===== config.mk =====
export PLATFORM = sky130hd
export DESIGN_NAME = sliding_window_extreme_filter_flat
export DESIGN_NICKNAME = d
export VERILOG_FILES = /design/src/sv/swef_pkg.sv /design/src/sv/swef_sample_if.sv /design/src/sv/swef_result_if.sv /design/src/sv/swef_ctrl.sv /design/src/sv/swef_dp.sv /design/src/sv/sliding_window_extreme_filter.sv /design/src/flat_wrapper.sv
export VERILOG_INCLUDE_DIRS = /design/src /design/src/sv
export SDC_FILE = /design/constraint.sdc
export NUM_CORES = 2
export LEC_CHECK = 0
export BUFFER_PORTS_ARGS = -buffer_cell sky130_fd_sc_hd__buf_2
export CAP_MARGIN = 20
export CELL_PAD_IN_SITES_DETAIL_PLACEMENT = 1
export CELL_PAD_IN_SITES_GLOBAL_PLACEMENT = 1
export CORE_UTILIZATION = 55
export DETAILED_ROUTE_END_ITERATION = 8
export PLACE_DENSITY_LB_ADDON = 0.1
export SYNTH_ARGS = -nofsm -noshare
export SYNTH_HDL_FRONTEND = slang
export SYNTH_SLANG_ARGS = --single-unit
export TNS_END_PERCENT = 50

===== constraint.sdc =====
create_clock -name clk -period 5.7 [get_ports clk]
set_clock_uncertainty 0.2 [all_clocks]
set_input_delay 0.57 -clock clk [delete_from_list [all_inputs] [get_ports clk]]
set_output_delay 0.57 -clock clk [all_outputs]
set_load 0.1 [all_outputs]

===== src/sv/sliding_window_extreme_filter_macros.svh =====
// Assertion macros for the sliding window extreme filter.
`ifndef SLIDING_WINDOW_EXTREME_FILTER_MACROS_SVH
`define SLIDING_WINDOW_EXTREME_FILTER_MACROS_SVH

`ifndef SYNTH

`define SWEF_ASSERT_IMP(label, clk, rst, ante, cons) \
  label: assert property (@(posedge clk) disable iff (rst) (ante) |-> (cons)) \
    else $error("swef check failed");

`define SWEF_ASSERT_NEXT(label, clk, rst, ante, cons) \
  label: assert property (@(posedge clk) disable iff (rst) (ante) |=> (cons)) \
    else $error("swef check failed");

`else

`define SWEF_ASSERT_IMP(label, clk, rst, ante, cons)

`define SWEF_ASSERT_NEXT(label, clk, rst, ante, cons)

`endif

`endif


===== src/sv/swef_pkg.sv =====
package swef_pkg;

  localparam int WINDOW_MAX_DEF   = 64;
  localparam int SAMPLE_BITS_DEF  = 16;
  localparam int POS_BITS         = 16;
  localparam int WINDOW_SIZE_BITS = 7;
  localparam int CFG_INDEX_BITS   = 2;
  localparam int CFG_DATA_BITS    = 7;

  localparam logic [WINDOW_SIZE_BITS-1:0] WINDOW_SIZE_RESET = 7'd3;

  typedef enum logic [CFG_INDEX_BITS-1:0] {
    REG_WINDOW_SIZE  = 2'd0,
    REG_FIND_MINIMUM = 2'd1
  } cfg_reg_t;

  typedef enum logic [2:0] {
    ST_IDLE,
    ST_FRONT_RD,
    ST_FRONT_CMP,
    ST_BACK_RD,
    ST_BACK_CMP,
    ST_PUSH,
    ST_RES_RD,
    ST_RES
  } state_t;

  typedef struct packed {
    logic idle;
    logic accept;
    logic front_rd;
    logic drop_front;
    logic back_rd;
    logic drop_back;
    logic push;
    logic res_rd;
    logic load_out;
  } cmd_t;

  typedef struct packed {
    logic in_valid;
    logic count_zero;
    logic front_expired;
    logic back_drop;
    logic result_due;
    logic out_free;
  } sts_t;

endpackage


===== src/sv/swef_sample_if.sv =====
interface swef_sample_if #(
  parameter int SAMPLE_BITS = swef_pkg::SAMPLE_BITS_DEF
);
  logic                          valid;
  logic                          ready;
  logic signed [SAMPLE_BITS-1:0] sample;
  logic                          start_sequence;

  modport source (output valid, output sample, output start_sequence, input ready);
  modport sink (input valid, input sample, input start_sequence, output ready);
endinterface


===== src/sv/swef_result_if.sv =====
interface swef_result_if #(
  parameter int SAMPLE_BITS = swef_pkg::SAMPLE_BITS_DEF
);
  logic                          valid;
  logic                          ready;
  logic signed [SAMPLE_BITS-1:0] window_extreme;

  modport source (output valid, output window_extreme, input ready);
  modport sink (input valid, input window_extreme, output ready);
endinterface


===== src/sv/swef_ctrl.sv =====
module swef_ctrl (
  input  logic           clk,
  input  logic           rst,
  input  swef_pkg::sts_t sts,
  output swef_pkg::cmd_t cmd
);

  swef_pkg::state_t state;
  swef_pkg::state_t state_next;

  always_ff @(posedge clk) begin
    if (rst) begin
      state <= swef_pkg::ST_IDLE;
    end else begin
      state <= state_next;
    end
  end

  always_comb begin
    state_next = state;
    cmd        = '0;
    case (state)
      swef_pkg::ST_IDLE: begin
        cmd.idle = 1'b1;
        if (sts.in_valid) begin
          cmd.accept = 1'b1;
          state_next = swef_pkg::ST_FRONT_RD;
        end
      end
      swef_pkg::ST_FRONT_RD: begin
        if (sts.count_zero) begin
          state_next = swef_pkg::ST_PUSH;
        end else begin
          cmd.front_rd = 1'b1;
          state_next   = swef_pkg::ST_FRONT_CMP;
        end
      end
      swef_pkg::ST_FRONT_CMP: begin
        if (sts.front_expired) begin
          cmd.drop_front = 1'b1;
          state_next     = swef_pkg::ST_FRONT_RD;
        end else begin
          state_next = swef_pkg::ST_BACK_RD;
        end
      end
      swef_pkg::ST_BACK_RD: begin
        if (sts.count_zero) begin
          state_next = swef_pkg::ST_PUSH;
        end else begin
          cmd.back_rd = 1'b1;
          state_next  = swef_pkg::ST_BACK_CMP;
        end
      end
      swef_pkg::ST_BACK_CMP: begin
        if (sts.back_drop) begin
          cmd.drop_back = 1'b1;
          state_next    = swef_pkg::ST_BACK_RD;
        end else begin
          state_next = swef_pkg::ST_PUSH;
        end
      end
      swef_pkg::ST_PUSH: begin
        cmd.push   = 1'b1;
        state_next = sts.result_due ? swef_pkg::ST_RES_RD : swef_pkg::ST_IDLE;
      end
      swef_pkg::ST_RES_RD: begin
        cmd.res_rd = 1'b1;
        state_next = swef_pkg::ST_RES;
      end
      swef_pkg::ST_RES: begin
        if (sts.out_free) begin
          cmd.load_out = 1'b1;
          state_next   = swef_pkg::ST_IDLE;
        end
      end
      default: begin
        state_next = swef_pkg::ST_IDLE;
      end
    endcase
  end

endmodule


===== src/sv/swef_dp.sv =====
`include "sliding_window_extreme_filter_macros.svh"

module swef_dp #(
  parameter int WINDOW_MAX  = swef_pkg::WINDOW_MAX_DEF,
  parameter int SAMPLE_BITS = swef_pkg::SAMPLE_BITS_DEF
) (
  input  logic                                clk,
  input  logic                                rst,
  input  logic                                cfg_we,
  input  logic [swef_pkg::CFG_INDEX_BITS-1:0] cfg_index,
  input  logic [swef_pkg::CFG_DATA_BITS-1:0]  cfg_wdata,
  swef_sample_if.sink                         samples,
  swef_result_if.source                       results,
  input  swef_pkg::cmd_t                      cmd,
  output swef_pkg::sts_t                      sts
);

  localparam int AW = (WINDOW_MAX > 1) ? $clog2(WINDOW_MAX) : 1;
  localparam int CW = $clog2(WINDOW_MAX + 1);
  localparam int SW = CW + 1;
  localparam int PW = swef_pkg::POS_BITS;
  localparam int WB = swef_pkg::WINDOW_SIZE_BITS;
  localparam int KW = (CW > WB) ? CW : WB;

  logic signed [SAMPLE_BITS-1:0] mem_val [WINDOW_MAX];
  logic [PW-1:0]                 mem_pos [WINDOW_MAX];

  logic [WB-1:0]                 window_size;
  logic                          find_minimum;
  logic [AW-1:0]                 head;
  logic [CW-1:0]                 count;
  logic [CW-1:0]                 seen;
  logic [PW-1:0]                 sample_position;
  logic                          out_valid;

  logic signed [SAMPLE_BITS-1:0] s_reg;
  logic [PW-1:0]                 pos_reg;
  logic [CW-1:0]                 k_reg;
  logic signed [SAMPLE_BITS-1:0] rd_val;
  logic [PW-1:0]                 rd_pos;
  logic signed [SAMPLE_BITS-1:0] out_val;

  logic [KW-1:0]                 ws_ext;
  logic [CW-1:0]                 k_new;
  logic [AW-1:0]                 head_inc;
  logic [SW-1:0]                 sum_tail;
  logic [SW-1:0]                 sum_back;
  logic [AW-1:0]                 tail_addr;
  logic [AW-1:0]                 back_addr;
  logic [AW-1:0]                 wr_addr;
  logic [AW-1:0]                 rd_addr;
  logic                          rd_en;
  logic                          full;
  logic [PW-1:0]                 age;
  logic [SW-1:0]                 seen_inc;
  logic [CW-1:0]                 seen_next;

  assign ws_ext = KW'(window_size);

  always_comb begin
    if (window_size == '0) begin
      k_new = CW'(1);
    end else if (ws_ext > KW'(WINDOW_MAX)) begin
      k_new = CW'(WINDOW_MAX);
    end else begin
      k_new = CW'(ws_ext);
    end
  end

  assign head_inc  = (head == AW'(WINDOW_MAX - 1)) ? '0 : head + AW'(1);
  assign sum_tail  = SW'(head) + SW'(count);
  assign sum_back  = sum_tail - SW'(1);
  assign tail_addr = (sum_tail >= SW'(WINDOW_MAX)) ? AW'(sum_tail - SW'(WINDOW_MAX))
                                                   : AW'(sum_tail);
  assign back_addr = (sum_back >= SW'(WINDOW_MAX)) ? AW'(sum_back - SW'(WINDOW_MAX))
                                                   : AW'(sum_back);
  assign full      = (count == CW'(WINDOW_MAX));
  assign wr_addr   = full ? head : tail_addr;
  assign rd_en     = cmd.front_rd | cmd.back_rd | cmd.res_rd;
  assign rd_addr   = cmd.back_rd ? back_addr : head;

  assign age       = pos_reg - rd_pos;
  assign seen_inc  = SW'(seen) + SW'(1);
  assign seen_next = (seen_inc > SW'(k_reg)) ? k_reg : CW'(seen_inc);

  assign sts.in_valid      = samples.valid;
  assign sts.count_zero    = (count == '0);
  assign sts.front_expired = (age >= PW'(k_reg));
  assign sts.back_drop     = find_minimum ? (rd_val > s_reg) : (rd_val < s_reg);
  assign sts.result_due    = (seen_inc >= SW'(k_reg));
  assign sts.out_free      = !out_valid || results.ready;

  assign samples.ready          = cmd.idle;
  assign results.valid          = out_valid;
  assign results.window_extreme = out_val;

  always_ff @(posedge clk) begin
    if (cmd.push) begin
      mem_val[wr_addr] <= s_reg;
      mem_pos[wr_addr] <= pos_reg;
    end
    if (rd_en) begin
      rd_val <= mem_val[rd_addr];
      rd_pos <= mem_pos[rd_addr];
    end
  end

  always_ff @(posedge clk) begin
    if (cmd.accept) begin
      s_reg   <= samples.sample;
      pos_reg <= samples.start_sequence ? '0 : sample_position;
      k_reg   <= k_new;
    end
    if (cmd.load_out) begin
      out_val <= rd_val;
    end
  end

  always_ff @(posedge clk) begin
    if (rst) begin
      window_size     <= swef_pkg::WINDOW_SIZE_RESET;
      find_minimum    <= 1'b0;
      head            <= '0;
      count           <= '0;
      seen            <= '0;
      sample_position <= '0;
      out_valid       <= 1'b0;
    end else begin
      if (cfg_we) begin
        case (cfg_index)
          swef_pkg::REG_WINDOW_SIZE:  window_size  <= cfg_wdata[WB-1:0];
          swef_pkg::REG_FIND_MINIMUM: find_minimum <= cfg_wdata[0];
          default: ;
        endcase
      end
      if (cmd.accept && samples.start_sequence) begin
        head  <= '0;
        count <= '0;
        seen  <= '0;
      end
      if (cmd.drop_front) begin
        head  <= head_inc;
        count <= count - CW'(1);
      end
      if (cmd.drop_back) begin
        count <= count - CW'(1);
      end
      if (cmd.push) begin
        if (full) begin
          head <= head_inc;
        end else begin
          count <= count + CW'(1);
        end
        sample_position <= pos_reg + PW'(1);
        seen            <= seen_next;
      end
      if (cmd.load_out) begin
        out_valid <= 1'b1;
      end else if (results.ready) begin
        out_valid <= 1'b0;
      end
    end
  end

  `SWEF_ASSERT_IMP(a_count_bound, clk, rst, 1'b1, count <= CW'(WINDOW_MAX))
  `SWEF_ASSERT_IMP(a_pop_nonempty, clk, rst, cmd.drop_front || cmd.drop_back, count != '0)
  `SWEF_ASSERT_NEXT(a_push_fills, clk, rst, cmd.push, count != '0)
  `SWEF_ASSERT_IMP(a_load_free, clk, rst, cmd.load_out, !out_valid || results.ready)

endmodule


===== src/sv/sliding_window_extreme_filter.sv =====
// Channel   Dir  Payload                        Beat when
// samples   in   sample, start_sequence         samples.valid && samples.ready
// results   out  window_extreme                 results.valid && results.ready
// cfg       in   cfg_index, cfg_wdata           cfg_we
//
// Each sample is accepted in idle and then read against the deque through the one read
// port of the deque memory: expired entries are dropped at the front and entries that
// the new sample beats are dropped at the back, each end stopping on a kept entry or an
// empty deque. The sample is then pushed, and a due result is read and loaded out.
// Reset (rst, synchronous) empties the deque and loads the register defaults.
// A result waits in the output register; loading the next one stalls until it is taken.
module sliding_window_extreme_filter #(
  parameter int WINDOW_MAX  = swef_pkg::WINDOW_MAX_DEF,
  parameter int SAMPLE_BITS = swef_pkg::SAMPLE_BITS_DEF
) (
  input  logic                                clk,
  input  logic                                rst,
  input  logic                                cfg_we,
  input  logic [swef_pkg::CFG_INDEX_BITS-1:0] cfg_index,
  input  logic [swef_pkg::CFG_DATA_BITS-1:0]  cfg_wdata,
  swef_sample_if.sink                         samples,
  swef_result_if.source                       results
);

  swef_pkg::cmd_t cmd;
  swef_pkg::sts_t sts;

  swef_ctrl u_ctrl (
    .clk (clk),
    .rst (rst),
    .sts (sts),
    .cmd (cmd)
  );

  swef_dp #(
    .WINDOW_MAX  (WINDOW_MAX),
    .SAMPLE_BITS (SAMPLE_BITS)
  ) u_dp (
    .clk       (clk),
    .rst       (rst),
    .cfg_we    (cfg_we),
    .cfg_index (cfg_index),
    .cfg_wdata (cfg_wdata),
    .samples   (samples),
    .results   (results),
    .cmd       (cmd),
    .sts       (sts)
  );

endmodule

===== src/flat_wrapper.sv =====
// flat-port wrapper written by rule: the top's interface ports become plain ports
module sliding_window_extreme_filter_flat 
#(
  parameter int WINDOW_MAX  = swef_pkg::WINDOW_MAX_DEF,
  parameter int SAMPLE_BITS = swef_pkg::SAMPLE_BITS_DEF
)
  (clk, rst, cfg_we, cfg_index, cfg_wdata, samples_valid, samples_sample, samples_start_sequence, samples_ready, results_valid, results_window_extreme, results_ready);
  swef_sample_if #(.SAMPLE_BITS(SAMPLE_BITS)) samples_i ();
  swef_result_if #(.SAMPLE_BITS(SAMPLE_BITS)) results_i ();
  input  logic clk;
  input  logic rst;
  input  logic cfg_we;
  input  logic [swef_pkg::CFG_INDEX_BITS-1:0] cfg_index;
  input  logic [swef_pkg::CFG_DATA_BITS-1:0] cfg_wdata;
  input wire logic [$bits(samples_i.valid)-1:0] samples_valid;
  input wire logic [$bits(samples_i.sample)-1:0] samples_sample;
  input wire logic [$bits(samples_i.start_sequence)-1:0] samples_start_sequence;
  output wire logic [$bits(samples_i.ready)-1:0] samples_ready;
  output wire logic [$bits(results_i.valid)-1:0] results_valid;
  output wire logic [$bits(results_i.window_extreme)-1:0] results_window_extreme;
  input wire logic [$bits(results_i.ready)-1:0] results_ready;
  assign samples_i.valid = samples_valid;
  assign samples_i.sample = samples_sample;
  assign samples_i.start_sequence = samples_start_sequence;
  assign samples_ready = samples_i.ready;
  assign results_valid = results_i.valid;
  assign results_window_extreme = results_i.window_extreme;
  assign results_i.ready = results_ready;
  sliding_window_extreme_filter #(.WINDOW_MAX(WINDOW_MAX), .SAMPLE_BITS(SAMPLE_BITS)) u_core (.clk(clk), .rst(rst), .cfg_we(cfg_we), .cfg_index(cfg_index), .cfg_wdata(cfg_wdata), .samples(samples_i), .results(results_i));
endmodule

---- Yosys cells after proc, flatten, opt, wreduce, memory -nomap -nowiden ----
Memory sizes are Yosys's and may differ from the RTL's. A register that Yosys moved wholly into a read port is not among the register bits.
Index checks and enable logic that the tools add are counted.
cells by class
  order comparisons ....................... 8
  equal/unequal tests ..................... 12
  $add $sub $neg .......................... 10
  mux-type cells .......................... 44
  bitwise gates (word level) .............. 2
  reductions and logical operators ........ 13
operators with widths
  cell                   number
  $mux 7                 9
  $mux 6                 9
  $pmux 3 s8             1
  $mux 1                 18
  $add 16x1->16 const B  1
  $ge 16x7->1            1
  $ge 8x7->1 const B     2
  $gt 16x16->1           1
  $lt 16x16->1           1
  $sub 16x16->16         1
  $mux 3                 5
  $logic_not 7->1        2
  $eq 3x3->1 const B     4
  $sub 6x1->6 const B    2
  $add 6x7->8            1
  $add 7x1->8 const B    1
  $ge 8x7->1             1
  $gt 8x7->1             1
  $sub 8x1->8 const B    1
  $add 7x1->7 const B    1
  $eq 7x7->1 const B     1
  $gt 7x7->1 const B     1
  $sub 7x1->7 const B    1
  $add 6x1->6 const B    1
  16 further kinds       22
storage, ports and cells
  word-level logic and storage cells ...... 104
  bits of input ports ..................... 31
  bits in registers ....................... 103
  bits in writable memories ............... 2048
  output and inout port bits .............. 18
  memories kept ........................... 2
memories
  name                 words  width  read ports  clocked after memory_dff  write ports  line           RTL
  u_core.u_dp.mem_pos  64     16     1           1                         1            swef_dp.sv:26  logic [PW-1:0] mem_pos [WINDOW_MAX];
  u_core.u_dp.mem_val  64     16     1           1                         1            swef_dp.sv:25  logic signed [SAMPLE_BITS-1:0] mem_val [WINDOW_MAX];

---- Logic depth before layout (Yosys ltp) ----
  depth in word-level cells ............... 8
  depth in mapped cells ................... 18
  depth with buffers taken out ............ 17

---- By module ----
A second synthesis with hierarchy kept.
unflattened totals
  cells, all modules ...................... 3998
  area, all modules ....................... 86294.0 sq um
modules (own cells, without submodules)
  module     sequential area each (sq um)  cells each  area an instance (sq um)  instances
  swef_dp    65012.4                       3965        86043.8                   1
  swef_ctrl  60.1                          33          250.2                     1

---- Worst setup path before layout ----
Ideal clock, no wire load.
  kind .................................... register to register
  from .................................... register u_core.u_ctrl.state[2]
  to ...................................... register u_core.u_dp.seen[6]
  cell stages (with the launch flop) ...... 8
  buffers on the path ..................... 2
  data arrival time ....................... 4.579 ns
  clock period less this slack ............ 4.907 ns
  library setup time ...................... 0.128 ns
  path slack .............................. 0.793 ns
  required time ........................... 5.372 ns
  cells stage by stage .................... dfxtp_1 > clkbuf_1 > nor3_1 > and2_1 > nand2_1 > clkbuf_1 > a31oi_1 > nor2_1
RTL lines
  element                 line             RTL
  start, declared         swef_ctrl.sv:8   swef_pkg::state_t state;
  start signal, assigned  swef_ctrl.sv:13  state <= swef_pkg::ST_IDLE;
  start signal, assigned  swef_ctrl.sv:15  state <= state_next;
  end signal, assigned    swef_dp.sv:155   seen <= seen_next;
  end, declared           swef_dp.sv:32    logic [CW-1:0] seen;

---- Final worst setup path ----
  from .................................... register u_core.u_dp.count[2]
  to ...................................... register u_core.u_dp.rd_pos[13], read port of u_core.u_dp.mem_pos (data pin)
on the way
  cells in the longest elaborated chain, start to end .. 5
  elaborated cells on any way between the ends .. 12
  classes of those cells .................. add/sub (3); order compare (1); mux (5); bitwise (2); reduce/logical (1)
RTL lines
  element                                         line                                             RTL
  start, declared                                 swef_dp.sv:31                                    logic [CW-1:0] count;
  start signal, assigned                          swef_dp.sv:143                                   count <= count - CW'(1);
  start signal, assigned                          swef_dp.sv:146                                   count <= count - CW'(1);
  start signal, assigned                          swef_dp.sv:152                                   count <= count + CW'(1);
  $add 6x7->8 or $logic_not 7->1 (tied branches)  swef_dp.sv:71, swef_dp.sv:87
  $sub 8x1->8 or $mux 1 (tied branches)           swef_dp.sv:72, swef_ctrl.sv:31, swef_ctrl.sv:47
  $ge 8x7->1, or another cell as far along        swef_dp.sv:75                                    assign back_addr = (sum_back >= SW'(WINDOW_MAX)) ? AW'(sum_back - SW'(WINDOW_MAX))
  $mux 6 or $or 1x1->1 (tied branches)            swef_dp.sv:75, swef_dp.sv:79
  $mux 6 or $or 1x1->1 (tied branches)            swef_dp.sv:80, swef_dp.sv:79
  end, declared                                   swef_dp.sv:40                                    logic [PW-1:0] rd_pos;
Several ways; a longest one is shown, not always the timed one.
A chain may end at the register's enable or synchronous reset.

==> qor.yml <==
critical_path:
  path_max_fanout: 42
  r2r-end: "u_core.u_dp.rd_pos[13]"
  slowest_stage: "mux2i_4"
  max_stage_delay_ns: 0.88
  end_kind: "flop"
  crit_chain: "nor3_4 > a41o_1 > mux2i_4 > buf_12 > buf_12 > buf_12 > mux2i_1 > mux2i_1 > mux2i_1 > mux2i_1 > mux2i_1 > mux2i_1"
  worstPathRequired_ns: 6.06
  r2r_slack_ns: 0.36
  critPathBufInv: 3
  cp.arrival_ns: 5.70
  timing.rr.start: "u_core.u_dp.count[2]"
  cpMostUsedCell: "mux2i_1"
  critPathKind: "reg -> reg"
  cp_top_family: "multiplexers"
  reg2regPathDepth: 12
  start_kind: "flop"
placement:
  placed_area_um2: 95150
  post-place-ws_ns: 0.4492
  gp_congestion: 0.8761
  hpwlAfterDp_mm: 136.2
  portBuffers: 48
cells_and_area:
  design_area_um2: 102400
  area_growth_pct: 12.59
  layout_commonest_cell: "edfxtp_1"
  nNetsFinal: 5466
  top_regs: "u_core.u_dp.mem_pos (1024), u_core.u_dp.mem_val (1024)"
  mostFrequentLayoutCells: "edfxtp_1, mux2i_1, clkbuf_16"
  drive_above_1_share: 0.1206
routing:
  drt-total-wl_mm: 244.3
  drtPass1Iterations: 5
  wl_per_cell_um: 31.54
  avgViaCountPerCell: 6.145
  postRouteAntennaNets: 0
  drc: 0
  detail_route.iter0.violations: 4481
  num_vias: 47590
sta:
  rsz0062_at_grt: "no"
  worst_pin_slew_ns: 1.082
  slew_headroom: 0.2789
  min_period_over_period: 0.9375
  finalWorstSetupSlack_ns: 0.3561
  finalMaxSlewViolations: 0
  finalCriticalPeriod_ns: 5.344
  setup_viol: 0
  finalHoldViolations: 0
  fmax_ghz: 0.1871
  tns_ns: 0
power:
  cellPowerDensity_nw_per_um2: 427.2
  ir_drop_uv: 473.0
  clkPwrFrac: 0.322
  leakagePower_nw: 41.26
  combPwrFrac: 0.232
  switching_share: 0.2987
  p_seq_frac: 0.446
  intPower_mw: 30.68
  p_sw_mw: 13.07
yosys:
  async_reset_ff_frac: 0
  synth_top_area_cell: "edfxtp_1"
  syn-num-nets: 5199
  synth_top_cell_area_share: 0.7048
  synth_edf_count: 2135
  synth_cell_types: 64
  ys_seq_area_frac: 0.7154
  ys.flop_type: "edfxtp_1"
  ys_top_cells_by_area: "edfxtp_1, mux2i_1, dfxtp_1"
  ys_warn_count: 0
  syn_area_per_cell_um2: 17.80
  syn_area_um2: 90960
  syn_inst: 5110
  synth-seq-cells: 2183
clocking:
  post-cts-setup-buffers: 0
  root_buffer: "clkbuf_16"
  clkTransAtPathRegs_ns: 0.07
  cts_buffer_depth: 3
  cts_tree: "yes"
  htreeDepth: 4
  cts_resized: 0
  cts_num_sinks: 2183
  insertion_delay_ns: 0.87
  cts_buffers: 217
floorplanning:
  die_y_um: 408.7
  coreArea_um2: 163500
  start_util: 0.5563
  boundaryPins: 49
  die_x_um: 408.7
  design.die.area_um2: 167000
  rows: 148
run_status:
  outcome: "complete, no violations"
global_route:
  grt_pass1_vias: 49740
  grt_max_degree: 94
  antenna_found_initial: 13
  grt_first_pass_wirelength_mm: 348.0
  grt_util_all_layers: 0.2907
  grt_remaining_overflow: 0
run:
  maxCapViolations: 0
worst_hold_path:
  min_from: "cfg_index[1]"
  hold_class: "in -> reg"
  min_to: "u_core.u_dp.window_size[5]"
  min_path_cells: 5
-- power by group through the flow --
stage          sequential, mW  combinational, mW  clock, mW
6_report                 19.5               10.2       14.1
5_1_grt                  19.5               10.7       14.8
4_1_cts                  19.5               10.1       14.3
3_5_place_dp             19.8               10.0          0
3_3_place_gp             19.8               9.69          0
2_1_floorplan            20.1               6.35          0
-- worst reg2reg max path, cell delays in order (launching register included) --
cell	delay, ns
dfxtp_1	0.46
nor3_4	0.34
a41o_1	0.75
mux2i_4	0.88
buf_12	0.23
buf_12	0.28
buf_12	0.29
mux2i_1	0.27
mux2i_1	0.13
mux2i_1	0.19
mux2i_1	0.17
mux2i_1	0.65
mux2i_1	0.21
-- layout make-up --
type / instances / area (µm²)
multi-input combinational: 2617 / 24690
clock inverter: 140 / 1275
fill: 13970 / 61100
sequential: 2183 / 65070
antenna: 4 / 10.01
clock buffer: 268 / 5674
tap: 2175 / 2721
inverter: 57 / 214.0
timing repair buffer: 301 / 2755
-- layer usage --
| metal | wire (µm) | part of all wire | GRT usage | vias up |
|---|---|---|---|---|
| met2 | 115900 | 0.47 | 0.4727 | 1509 |
| li1 | - | - | - | 20550 |
| met1 | 106000 | 0.43 | 0.4101 | 25200 |
| met3 | 14260 | 0.058 | 0.03521 | 330 |
| met4 | 8067 | 0.033 | 0.09434 | 0 |
| met5 | 0 | 0 | 0 | - |
-- worst max-delay path by stage --
stage                                   endpoint                    from  cells past startpoint  slack [ns]
final                     u_core.u_dp.rd_pos[13]    u_core.u_dp.count[2]                     12        0.36
after global routing      u_core.u_dp.rd_pos[13]    u_core.u_dp.count[2]                     12        0.25
after CTS                  u_core.u_dp.rd_pos[1]    u_core.u_dp.count[2]                     11        0.43
after detailed placement   u_core.u_dp.rd_pos[1]    u_core.u_dp.count[2]                     11        0.45
after global placement     u_core.u_dp.rd_pos[1]    u_core.u_dp.count[2]                     11        0.59
after floorplan              u_core.u_dp.seen[6]  u_core.u_ctrl.state[2]                      7        0.79
-- logic make-up (layout without fill, tap and decap cells) --
kind of cell / after synthesis / in the layout / synth area share
buf+inv: 310 / 766 / 0.01950
simple gates: 329 / 329 / 0.01733
xor+xnor: 37 / 37 / 0.003562
fa+ha+maj: 58 / 58 / 0.008143
compound gates: 148 / 148 / 0.01102
flops: 2183 / 2183 / 0.7154
other cells: 0 / 4 / 0
mux: 2045 / 2045 / 0.2251
-- synth_stat cells, drive strengths merged (5+ instances only) --
cell and number:
o21ai 19, ha 56, nand2 49, clkbuf 31, inv 57, xor2 14, o22ai 6, nor2b 30
or2 5, and3 6, nor4 5, nand4 17, or3 7, mux2i 2041, a211oi 19, a21o 10
nor3b 6, buf 222, edfxtp 2135, o211ai 6, nand3 32, a21oi 42, nor3 16, o21a 5
a31oi 7, xnor2 23, dfxtp 48, nand2b 9, nor2 136
-- stage by stage --
stage               utilization  hold WS [ns]  power (mW)  cells
finish                   0.6264       0.08130       43.75   7745
global route             0.6263        0.1098       45.01   7741
CTS                      0.6263       0.03264       43.86   7741
detailed placement       0.5819        0.2508       29.82   7302
global placement         0.5818        0.2434       29.50   7301
floorplan                     -        0.2264       26.41   5110
-- repair_timing --
action,in CTS,in global routing
endpoints found under the hold margin,29,0
endpoints found under the setup margin,0,0
hold buffers,31,0
Power figures use the tool's default switching activity.
